## src/i2cmw_pkg.sv

```systemverilog
package i2cmw_pkg;

  localparam int unsigned QUEUE_DEPTH = 2;

  localparam logic CMD_SEND = 1'b0;
  localparam logic CMD_ACK  = 1'b1;

  localparam logic [1:0] PIN_SDA  = 2'd0;
  localparam logic [1:0] PIN_SCL  = 2'd1;
  localparam logic [1:0] PIN_NONE = 2'd2;

  localparam logic [2:0] STAT_PROGRESS = 3'd0;
  localparam logic [2:0] STAT_ACKED    = 3'd1;
  localparam logic [2:0] STAT_NACK     = 3'd2;
  localparam logic [2:0] STAT_DONE     = 3'd3;
  localparam logic [2:0] STAT_IGNORED  = 3'd4;

  localparam logic [2:0] BIT_LAST = 3'd7;

  typedef enum logic [2:0] {
    JOB_SEND,
    JOB_ACK,
    JOB_NACK,
    JOB_STOP,
    JOB_IGNORE
  } job_kind_t;

  typedef struct packed {
    job_kind_t  kind;
    logic       with_start;
    logic [7:0] data_byte;
  } job_t;

  typedef enum logic [3:0] {
    BK_IDLE,
    BK_START_SDA,
    BK_START_SCL,
    BK_BIT_SDA,
    BK_BIT_SCLH,
    BK_BIT_SCLL,
    BK_REL_SDA,
    BK_REL_SCL,
    BK_ACK_SCL,
    BK_NACK_SDA,
    BK_NACK_SCL,
    BK_STOP_SCL,
    BK_STOP_SDA,
    BK_IGNORE
  } bk_state_t;

endpackage

```

## src/i2c_master_write_sequencer.sv

```systemverilog
// Channel | Ports                                                   | Handshake
// input   | in_cmd in_data_byte in_is_address in_is_final            | in_push / in_full
//         | in_sda_sample                                           |
// result  | out_pin out_level out_status out_last                   | out_pop / out_empty
//
// The back sequencer sends one pin action per cycle while no result waits unpopped,
// and it is the limit: an item takes 1 to 28 actions, 28 for a byte with START,
// 26 without, 3 for NACK or STOP, 1 for a plain ACK or an ignored item.
// Reset is synchronous and active low; the bus state and the queue clear.
// The front takes items into a small job queue while the back works; the
// output register stalls the sequencer only while a result waits unpopped.
module i2c_master_write_sequencer
  import i2cmw_pkg::*;
#(
  parameter int unsigned QUEUE_DEPTH_P = QUEUE_DEPTH
) (
  input  logic       clk,
  input  logic       rst_n,
  input  logic       in_push,
  output logic       in_full,
  input  logic       in_cmd,
  input  logic [7:0] in_data_byte,
  input  logic       in_is_address,
  input  logic       in_is_final,
  input  logic       in_sda_sample,
  output logic       out_empty,
  input  logic       out_pop,
  output logic [1:0] out_pin,
  output logic       out_level,
  output logic [2:0] out_status,
  output logic       out_last
);

  logic q_full;
  logic q_push;
  job_t q_push_job;
  logic q_pop;
  logic q_valid;
  job_t q_pop_job;

  i2cmw_front u_front (
    .clk           (clk),
    .rst_n         (rst_n),
    .in_push       (in_push),
    .in_full       (in_full),
    .in_cmd        (in_cmd),
    .in_data_byte  (in_data_byte),
    .in_is_address (in_is_address),
    .in_is_final   (in_is_final),
    .in_sda_sample (in_sda_sample),
    .q_full        (q_full),
    .q_push        (q_push),
    .q_job         (q_push_job)
  );

  i2cmw_queue #(
    .DEPTH (QUEUE_DEPTH_P)
  ) u_queue (
    .clk      (clk),
    .rst_n    (rst_n),
    .push     (q_push),
    .push_job (q_push_job),
    .full     (q_full),
    .pop      (q_pop),
    .valid    (q_valid),
    .pop_job  (q_pop_job)
  );

  i2cmw_back u_back (
    .clk        (clk),
    .rst_n      (rst_n),
    .q_valid    (q_valid),
    .q_job      (q_pop_job),
    .q_pop      (q_pop),
    .out_empty  (out_empty),
    .out_pop    (out_pop),
    .out_pin    (out_pin),
    .out_level  (out_level),
    .out_status (out_status),
    .out_last   (out_last)
  );

endmodule

```

## src/i2cmw_front.sv

```systemverilog
module i2cmw_front
  import i2cmw_pkg::*;
(
  input  logic       clk,
  input  logic       rst_n,
  input  logic       in_push,
  output logic       in_full,
  input  logic       in_cmd,
  input  logic [7:0] in_data_byte,
  input  logic       in_is_address,
  input  logic       in_is_final,
  input  logic       in_sda_sample,
  input  logic       q_full,
  output logic       q_push,
  output job_t       q_job
);

  logic awaiting_ack_r, awaiting_ack_nxt;
  logic stop_pending_r, stop_pending_nxt;

  assign in_full = q_full;
  assign q_push  = in_push && !q_full;

  always_comb begin
    awaiting_ack_nxt     = awaiting_ack_r;
    stop_pending_nxt     = stop_pending_r;
    q_job.kind           = JOB_IGNORE;
    q_job.with_start     = in_is_address;
    q_job.data_byte      = in_data_byte;
    if (in_cmd == CMD_SEND) begin
      if (!awaiting_ack_r) begin
        q_job.kind       = JOB_SEND;
        awaiting_ack_nxt = 1'b1;
        stop_pending_nxt = in_is_final;
      end
    end else if (awaiting_ack_r) begin
      awaiting_ack_nxt = 1'b0;
      stop_pending_nxt = 1'b0;
      if (in_sda_sample) begin
        q_job.kind = JOB_NACK;
      end else if (stop_pending_r) begin
        q_job.kind = JOB_STOP;
      end else begin
        q_job.kind = JOB_ACK;
      end
    end
  end

  always_ff @(posedge clk) begin
    if (!rst_n) begin
      awaiting_ack_r <= 1'b0;
      stop_pending_r <= 1'b0;
    end else if (q_push) begin
      awaiting_ack_r <= awaiting_ack_nxt;
      stop_pending_r <= stop_pending_nxt;
    end
  end

`ifndef SYNTHESIS
  a_stop_needs_ack: assert property (@(posedge clk) disable iff (!rst_n)
    !awaiting_ack_r |-> !stop_pending_r)
    else $error("stop pending without an outstanding ack");
`endif

endmodule

```

## src/i2cmw_queue.sv

```systemverilog
module i2cmw_queue
  import i2cmw_pkg::*;
#(
  parameter int unsigned DEPTH = QUEUE_DEPTH
) (
  input  logic clk,
  input  logic rst_n,
  input  logic push,
  input  job_t push_job,
  output logic full,
  input  logic pop,
  output logic valid,
  output job_t pop_job
);

  localparam int unsigned PTR_W = (DEPTH > 1) ? $clog2(DEPTH) : 1;
  localparam int unsigned CNT_W = $clog2(DEPTH + 1);
  localparam logic [PTR_W-1:0] PTR_LAST = PTR_W'(DEPTH - 1);

  job_t             mem_r [DEPTH];
  logic [PTR_W-1:0] wr_ptr_r, wr_ptr_nxt;
  logic [PTR_W-1:0] rd_ptr_r, rd_ptr_nxt;
  logic [CNT_W-1:0] count_r, count_nxt;

  assign full    = (count_r == CNT_W'(DEPTH));
  assign valid   = (count_r != '0);
  assign pop_job = mem_r[rd_ptr_r];

  always_comb begin
    wr_ptr_nxt = wr_ptr_r;
    rd_ptr_nxt = rd_ptr_r;
    count_nxt  = count_r;
    if (push) begin
      wr_ptr_nxt = (wr_ptr_r == PTR_LAST) ? '0 : wr_ptr_r + 1'b1;
    end
    if (pop) begin
      rd_ptr_nxt = (rd_ptr_r == PTR_LAST) ? '0 : rd_ptr_r + 1'b1;
    end
    if (push && !pop) begin
      count_nxt = count_r + 1'b1;
    end else if (pop && !push) begin
      count_nxt = count_r - 1'b1;
    end
  end

  always_ff @(posedge clk) begin
    if (!rst_n) begin
      wr_ptr_r <= '0;
      rd_ptr_r <= '0;
      count_r  <= '0;
    end else begin
      wr_ptr_r <= wr_ptr_nxt;
      rd_ptr_r <= rd_ptr_nxt;
      count_r  <= count_nxt;
    end
  end

  always_ff @(posedge clk) begin
    if (push) begin
      mem_r[wr_ptr_r] <= push_job;
    end
  end

`ifndef SYNTHESIS
  a_count_bound: assert property (@(posedge clk) disable iff (!rst_n)
    count_r <= CNT_W'(DEPTH))
    else $error("queue count beyond depth");
`endif

endmodule

```

## src/i2cmw_back.sv

```systemverilog
module i2cmw_back
  import i2cmw_pkg::*;
(
  input  logic       clk,
  input  logic       rst_n,
  input  logic       q_valid,
  input  job_t       q_job,
  output logic       q_pop,
  output logic       out_empty,
  input  logic       out_pop,
  output logic [1:0] out_pin,
  output logic       out_level,
  output logic [2:0] out_status,
  output logic       out_last
);

  bk_state_t  state_r, state_nxt;
  job_kind_t  kind_r, kind_nxt;
  logic [7:0] byte_r, byte_nxt;
  logic [2:0] bit_cnt_r, bit_cnt_nxt;
  logic       out_valid_r, out_valid_nxt;
  logic [1:0] out_pin_r, out_pin_nxt;
  logic       out_level_r, out_level_nxt;
  logic [2:0] out_status_r, out_status_nxt;
  logic       out_last_r, out_last_nxt;

  logic [1:0] act_pin;
  logic       act_level;
  logic [2:0] act_status;
  logic       act_last;
  bk_state_t  act_next;
  bk_state_t  first_state;
  logic       adv;
  logic       emit;
  logic       load;

  assign out_empty  = !out_valid_r;
  assign out_pin    = out_pin_r;
  assign out_level  = out_level_r;
  assign out_status = out_status_r;
  assign out_last   = out_last_r;
  assign q_pop      = load;

  // Pin action for the current state
  always_comb begin
    act_pin    = PIN_NONE;
    act_level  = 1'b0;
    act_status = STAT_PROGRESS;
    act_last   = 1'b0;
    act_next   = BK_IDLE;
    unique case (state_r)
      BK_IDLE: begin
      end
      BK_START_SDA: begin
        act_pin  = PIN_SDA;
        act_next = BK_START_SCL;
      end
      BK_START_SCL: begin
        act_pin  = PIN_SCL;
        act_next = BK_BIT_SDA;
      end
      BK_BIT_SDA: begin
        act_pin   = PIN_SDA;
        act_level = byte_r[7];
        act_next  = BK_BIT_SCLH;
      end
      BK_BIT_SCLH: begin
        act_pin   = PIN_SCL;
        act_level = 1'b1;
        act_next  = BK_BIT_SCLL;
      end
      BK_BIT_SCLL: begin
        act_pin  = PIN_SCL;
        act_next = (bit_cnt_r == BIT_LAST) ? BK_REL_SDA : BK_BIT_SDA;
      end
      BK_REL_SDA: begin
        act_pin   = PIN_SDA;
        act_level = 1'b1;
        act_next  = BK_REL_SCL;
      end
      BK_REL_SCL: begin
        act_pin   = PIN_SCL;
        act_level = 1'b1;
        act_last  = 1'b1;
      end
      BK_ACK_SCL: begin
        act_pin = PIN_SCL;
        if (kind_r == JOB_NACK) begin
          act_next = BK_NACK_SDA;
        end else if (kind_r == JOB_STOP) begin
          act_next = BK_STOP_SCL;
        end else begin
          act_status = STAT_ACKED;
          act_last   = 1'b1;
        end
      end
      BK_NACK_SDA: begin
        act_pin   = PIN_SDA;
        act_level = 1'b1;
        act_next  = BK_NACK_SCL;
      end
      BK_NACK_SCL: begin
        act_pin    = PIN_SCL;
        act_level  = 1'b1;
        act_status = STAT_NACK;
        act_last   = 1'b1;
      end
      BK_STOP_SCL: begin
        act_pin   = PIN_SCL;
        act_level = 1'b1;
        act_next  = BK_STOP_SDA;
      end
      BK_STOP_SDA: begin
        act_pin    = PIN_SDA;
        act_level  = 1'b1;
        act_status = STAT_DONE;
        act_last   = 1'b1;
      end
      BK_IGNORE: begin
        act_status = STAT_IGNORED;
        act_last   = 1'b1;
      end
      default: begin
      end
    endcase
  end

  always_comb begin
    unique case (q_job.kind) inside
      JOB_SEND:   first_state = q_job.with_start ? BK_START_SDA : BK_BIT_SDA;
      JOB_ACK,
      JOB_NACK,
      JOB_STOP:   first_state = BK_ACK_SCL;
      JOB_IGNORE: first_state = BK_IGNORE;
      default:    first_state = BK_IGNORE;
    endcase
  end

  always_comb begin
    adv  = !out_valid_r || out_pop;
    emit = adv && (state_r != BK_IDLE);
    // Chain straight into the next job after the last action of this one
    load = q_valid && ((state_r == BK_IDLE) || (emit && act_last));

    state_nxt      = state_r;
    kind_nxt       = kind_r;
    byte_nxt       = byte_r;
    bit_cnt_nxt    = bit_cnt_r;
    out_valid_nxt  = out_valid_r;
    out_pin_nxt    = out_pin_r;
    out_level_nxt  = out_level_r;
    out_status_nxt = out_status_r;
    out_last_nxt   = out_last_r;

    if (adv) begin
      out_valid_nxt = emit;
    end
    if (emit) begin
      state_nxt      = act_next;
      out_pin_nxt    = act_pin;
      out_level_nxt  = act_level;
      out_status_nxt = act_status;
      out_last_nxt   = act_last;
      if (state_r == BK_BIT_SCLL) begin
        byte_nxt    = {byte_r[6:0], 1'b0};
        bit_cnt_nxt = bit_cnt_r + 1'b1;
      end
    end
    if (load) begin
      state_nxt   = first_state;
      kind_nxt    = q_job.kind;
      byte_nxt    = q_job.data_byte;
      bit_cnt_nxt = '0;
    end
  end

  always_ff @(posedge clk) begin
    if (!rst_n) begin
      state_r     <= BK_IDLE;
      bit_cnt_r   <= '0;
      out_valid_r <= 1'b0;
    end else begin
      state_r     <= state_nxt;
      bit_cnt_r   <= bit_cnt_nxt;
      out_valid_r <= out_valid_nxt;
    end
  end

  always_ff @(posedge clk) begin
    kind_r       <= kind_nxt;
    byte_r       <= byte_nxt;
    out_pin_r    <= out_pin_nxt;
    out_level_r  <= out_level_nxt;
    out_status_r <= out_status_nxt;
    out_last_r   <= out_last_nxt;
  end

`ifndef SYNTHESIS
  a_cnt_outside_bits: assert property (@(posedge clk) disable iff (!rst_n)
    (state_r != BK_BIT_SDA && state_r != BK_BIT_SCLH && state_r != BK_BIT_SCLL)
    |-> (bit_cnt_r == '0))
    else $error("bit counter not cleared outside the byte");
  a_status_on_last: assert property (@(posedge clk) disable iff (!rst_n)
    (out_valid_r && out_status_r != STAT_PROGRESS) |-> out_last_r)
    else $error("final status on a result that is not last");
  a_ignored_no_pin: assert property (@(posedge clk) disable iff (!rst_n)
    (out_valid_r && out_status_r == STAT_IGNORED) |-> (out_pin_r == PIN_NONE))
    else $error("ignored item moved a pin");
  a_load_only_free: assert property (@(posedge clk) disable iff (!rst_n)
    load |-> q_valid)
    else $error("job taken from an empty queue");
`endif

endmodule

```

## config.mk

```make
export PLATFORM = sky130hd
export DESIGN_NAME = i2c_master_write_sequencer
export DESIGN_NICKNAME = d
export VERILOG_FILES = /design/src/i2cmw_pkg.sv /design/src/i2c_master_write_sequencer.sv /design/src/i2cmw_front.sv /design/src/i2cmw_queue.sv /design/src/i2cmw_back.sv
export SDC_FILE = /design/constraint.sdc
export NUM_CORES = 1
export LEC_CHECK = 0
export ABC_AREA = 1
export BUFFER_PORTS_ARGS = -buffer_cell sky130_fd_sc_hd__buf_2
export CELL_PAD_IN_SITES_DETAIL_PLACEMENT = 0
export CELL_PAD_IN_SITES_GLOBAL_PLACEMENT = 1
export CORE_ASPECT_RATIO = 1.2
export CORE_MARGIN = 2
export CORE_UTILIZATION = 45
export CTS_CLUSTER_SIZE = 16
export DETAILED_ROUTE_END_ITERATION = 16
export PLACE_DENSITY_LB_ADDON = 0.1
export SETUP_SLACK_MARGIN = 0.02
export SYNTH_ARGS = -nofsm -noshare
export SYNTH_HDL_FRONTEND = slang
export SYNTH_SLANG_ARGS = --single-unit
```

## constraint.sdc

```tcl
create_clock -name clk -period 2.5 [get_ports clk]
set_input_delay 0.5 -clock clk [delete_from_list [all_inputs] [get_ports clk]]
set_output_delay 0.5 -clock clk [all_outputs]
set_load 0.005 [all_outputs]
```

==> impl_metrics.py <==
metrics = {
    "hold_path": {
        "worst_hold_path_type": "input pin to flop",
    },
    "grt": {
        "grt_pass1_wl_um": 7479,
        "grt-ovfl-total": 0,
        "grt_start_max_net_pins": 19,
        "antenna_found_initial": 0,
        "grt_pass1_vias": 1684,
        "grt_util_all_layers_pct": 16.42,
    },
    "worst_setup_path": {
        "cp-end-kind": "flop",
        "crit_path_start_kind": "flop",
        "critPathMaxFanout": 9,
        "critPathArrivalTime_ps": 2320,
        "required_ps": 2720,
        "path_class": "flop to flop",
    },
    "timing": {
        "post-route-min-period_ps": 2101,
        "worst_pin_slew_ps": 576.1,
        "final-max-slew-violation-count": 0,
        "hold_viol": 0,
        "rsz0062_at_grt": "false",
        "setup_viol": 0,
        "fin_crit_sh_pct": 84.06,
        "setup_tns_ps": 0,
        "max_freq_mhz": 475.9,
        "skew_ps": 4.420,
        "maxSlewHeadroom_pct": 61.19,
    },
    "cts": {
        "cts_hold_buf": 0,
        "worstSkewPairLatency_ps": 330,
        "ctsResizeCount": 0,
        "clk_pin_slew_ps": 60,
        "cts_tree": "done",
        "cts_max_level": 3,
        "cts_buffers": 9,
        "clock_tree.root_cell": "clkbuf_8",
        "cts_setup_buffers": 0,
        "cts_buffer_depth": 2,
        "clkSinkCount": 57,
    },
    "routing": {
        "postRouteAntennaNets": 0,
        "wl_um": 4364,
        "viasPerCell": 4.883,
        "vias": 1675,
        "dr.pass1.iters": 4,
        "wl_per_cell_um": 12.72,
        "drc": 0,
        "drtIter0Drc": 54,
    },
    "synthesis": {
        "postSynthAreaPerCell_um2": 10.17,
        "netlist_instances": 241,
        "ys_ff_latch": 57,
        "syn_area_um2": 2451,
        "seq_area_frac_synth_pct": 63.71,
        "synth_nets": 260,
        "yosysWarnings": 0,
        "ys_types": 28,
    },
    "cells_and_area": {
        "postLayoutCellArea_um2": 2838,
        "post_route_cells_drive_above_1_share_pct": 19.93,
        "ff_latch_area_um2": 1562,
        "final_nets": 295,
        "syn_to_final_growth_pct": 15.77,
        "multiInputGateArea_um2": 735.7,
        "n_antenna_cell": 0,
        "nFillCells": 485,
    },
    "die": {
        "design.core.area_um2": 5261,
        "die_area_um2": 6055,
        "start_util_pct": 46.59,
        "die_w_um": 71.37,
        "die-height_um": 84.85,
        "ioPinCount": 25,
        "placementRows": 29,
    },
    "power": {
        "p_leak_uw": 0.001224,
        "peakVddDrop_uv": 600.5,
        "powerDensity_nw_per_um2": 1207,
    },
    "outcome": {
        "outcome": "finished, final reports clean",
    },
    "place": {
        "place_area_um2": 2649,
        "hpwl_um": 3171,
        "numPortBuffers": 24,
        "globalplace.congestion": 0.7957,
    },
    "job": {
        "drv_cap": 0,
    },
}
layout make-up:
cell class	instances	share of cell area, %
Sequential cell	57	55.03
Multi-Input combinational cell	148	25.93
Timing Repair Buffer	29	5.556
Clock buffer	12	5.115
Inverter	31	4.101
Tap cell	62	2.734
Clock inverter	4	1.543
sequential cells by signal (all words and copies together), names as in the netlist, named ones only:
name / cells
u_queue.mem_r: 24
u_back.byte_r: 8
u_back.state_r: 4
u_back.bit_cnt_r: 3
u_back.kind_r: 3
u_back.out_status: 3
u_back.out_pin: 2
u_queue.count_r: 2
u_back.out_last: 1
u_back.out_level: 1
u_back.out_valid_r: 1
u_front.awaiting_ack_r: 1
u_front.stop_pending_r: 1
u_queue.rd_ptr_r: 1
u_queue.wr_ptr_r: 1
layer usage:
layer | track usage (%) | share of wire, % | vias to the layer above
met1 | 18.55 | 44 | 745
met3 | 5.701 | 3.6 | 9
li1 | - | - | 881
met2 | 26.85 | 49 | 40
met5 | 0 | 0 | -
met4 | 9.262 | 3.0 | 0
through the flow:
step / setup slack [ps] / power, uW / util (%) / std cells / hold WS [ps]
floorplan: 677.3 / 2330 / - / 241 / 425.5
global placement: 454.7 / 2638 / 50.34 / 327 / 433.2
detailed placement: 417.0 / 2640 / 50.34 / 327 / 446.1
CTS: 404.0 / 3468 / 53.94 / 343 / 336.6
global route: 215.0 / 3677 / 53.94 / 343 / 335.4
finish: 398.6 / 3424 / 53.94 / 343 / 356.8
synth_stat cells:
cell type	n	share of area [%]
buf_2	3	0.61
o22ai_1	1	0.26
o21ai_2	2	0.71
ha_1	3	1.5
xor2_1	2	0.71
buf_8	1	0.61
inv_2	2	0.31
nor2_1	24	3.7
inv_1	29	4.4
mux2i_1	1	0.41
nand2_1	52	8.0
a211oi_1	1	0.31
o21ai_1	1	0.20
nand4_2	1	0.51
nand3_2	1	0.41
nor2_2	4	1.0
a21oi_1	17	3.5
nand3_1	9	1.8
nand4_1	2	0.51
nor3_1	1	0.20
edfxtp_1	42	51
buf_4	1	0.31
o21ai_0	13	2.7
dfxtp_1	15	12
nand2_4	1	0.46
nand3b_1	2	0.61
nand2_2	3	0.77
a31oi_1	7	1.8
cell families (layout without fill, tap and decap cells):
| logic type | Yosys count | in the layout | synth area share, % |
|---|---|---|---|
| DFF | 57 | 57 | 63.71 |
| buffers and inverters | 36 | 76 | 6.278 |
| xor gates and xnor gates | 2 | 2 | 0.7148 |
| AOI/OAI and AO/OA | 42 | 42 | 9.393 |
| adders and majority gates | 3 | 3 | 1.532 |
| and+or+nand+nor | 100 | 100 | 17.97 |
| muxes | 1 | 1 | 0.4084 |
worst max-delay path: stages (launching register included):
cell and delay, ps:
dfxtp_1 430, inv_2 90, nor2_1 220, nand2_1 120, nand4_2 130, nand2_2 70, nand2_4 110, inv_1 80
ha_1 300, a21oi_1 120, o21ai_0 110, o21ai_0 160, a21oi_1 50
final timing paths:
kind | startpoint | end | slack (ps) | depth (start not counted)
max | u_back.state_r[2]$_SDFFE_PN0P_ | u_queue.count_r[1]$_SDFFE_PN0P_ | 400 | 12
min | in_data_byte[3] | u_queue.mem_r[0][3]$_DFFE_PP_ | 360 | 1
max reg2reg | u_back.state_r[2]$_SDFFE_PN0P_ | u_queue.count_r[1]$_SDFFE_PN0P_ | 400 | 12
min reg2reg | u_queue.rd_ptr_r$_SDFFE_PN0N_ | u_queue.rd_ptr_r$_SDFFE_PN0N_ | 450 | 1
placed cells by master, fill, tap and decap left out, types with 2 or more instances in the layout:
cell,n
a21oi_1,17
a31oi_1,7
buf_2,24
buf_4,5
clkbuf_1,2
clkbuf_8,10
clkinv_2,2
dfxtp_1,15
edfxtp_1,42
ha_1,3
inv_1,29
inv_2,2
nand2_1,52
nand2_2,3
nand3_1,9
nand3b_1,2
nand4_1,2
nor2_1,24
nor2_2,4
o21ai_0,13
o21ai_2,2
xor2_1,2
report_power, final:
group	total (uW)	internal, uW	switching, uW
sequential	1500	1390	110
clock	821	481	340
combinational	1100	379	726
Power figures use the tool's default switching activity.
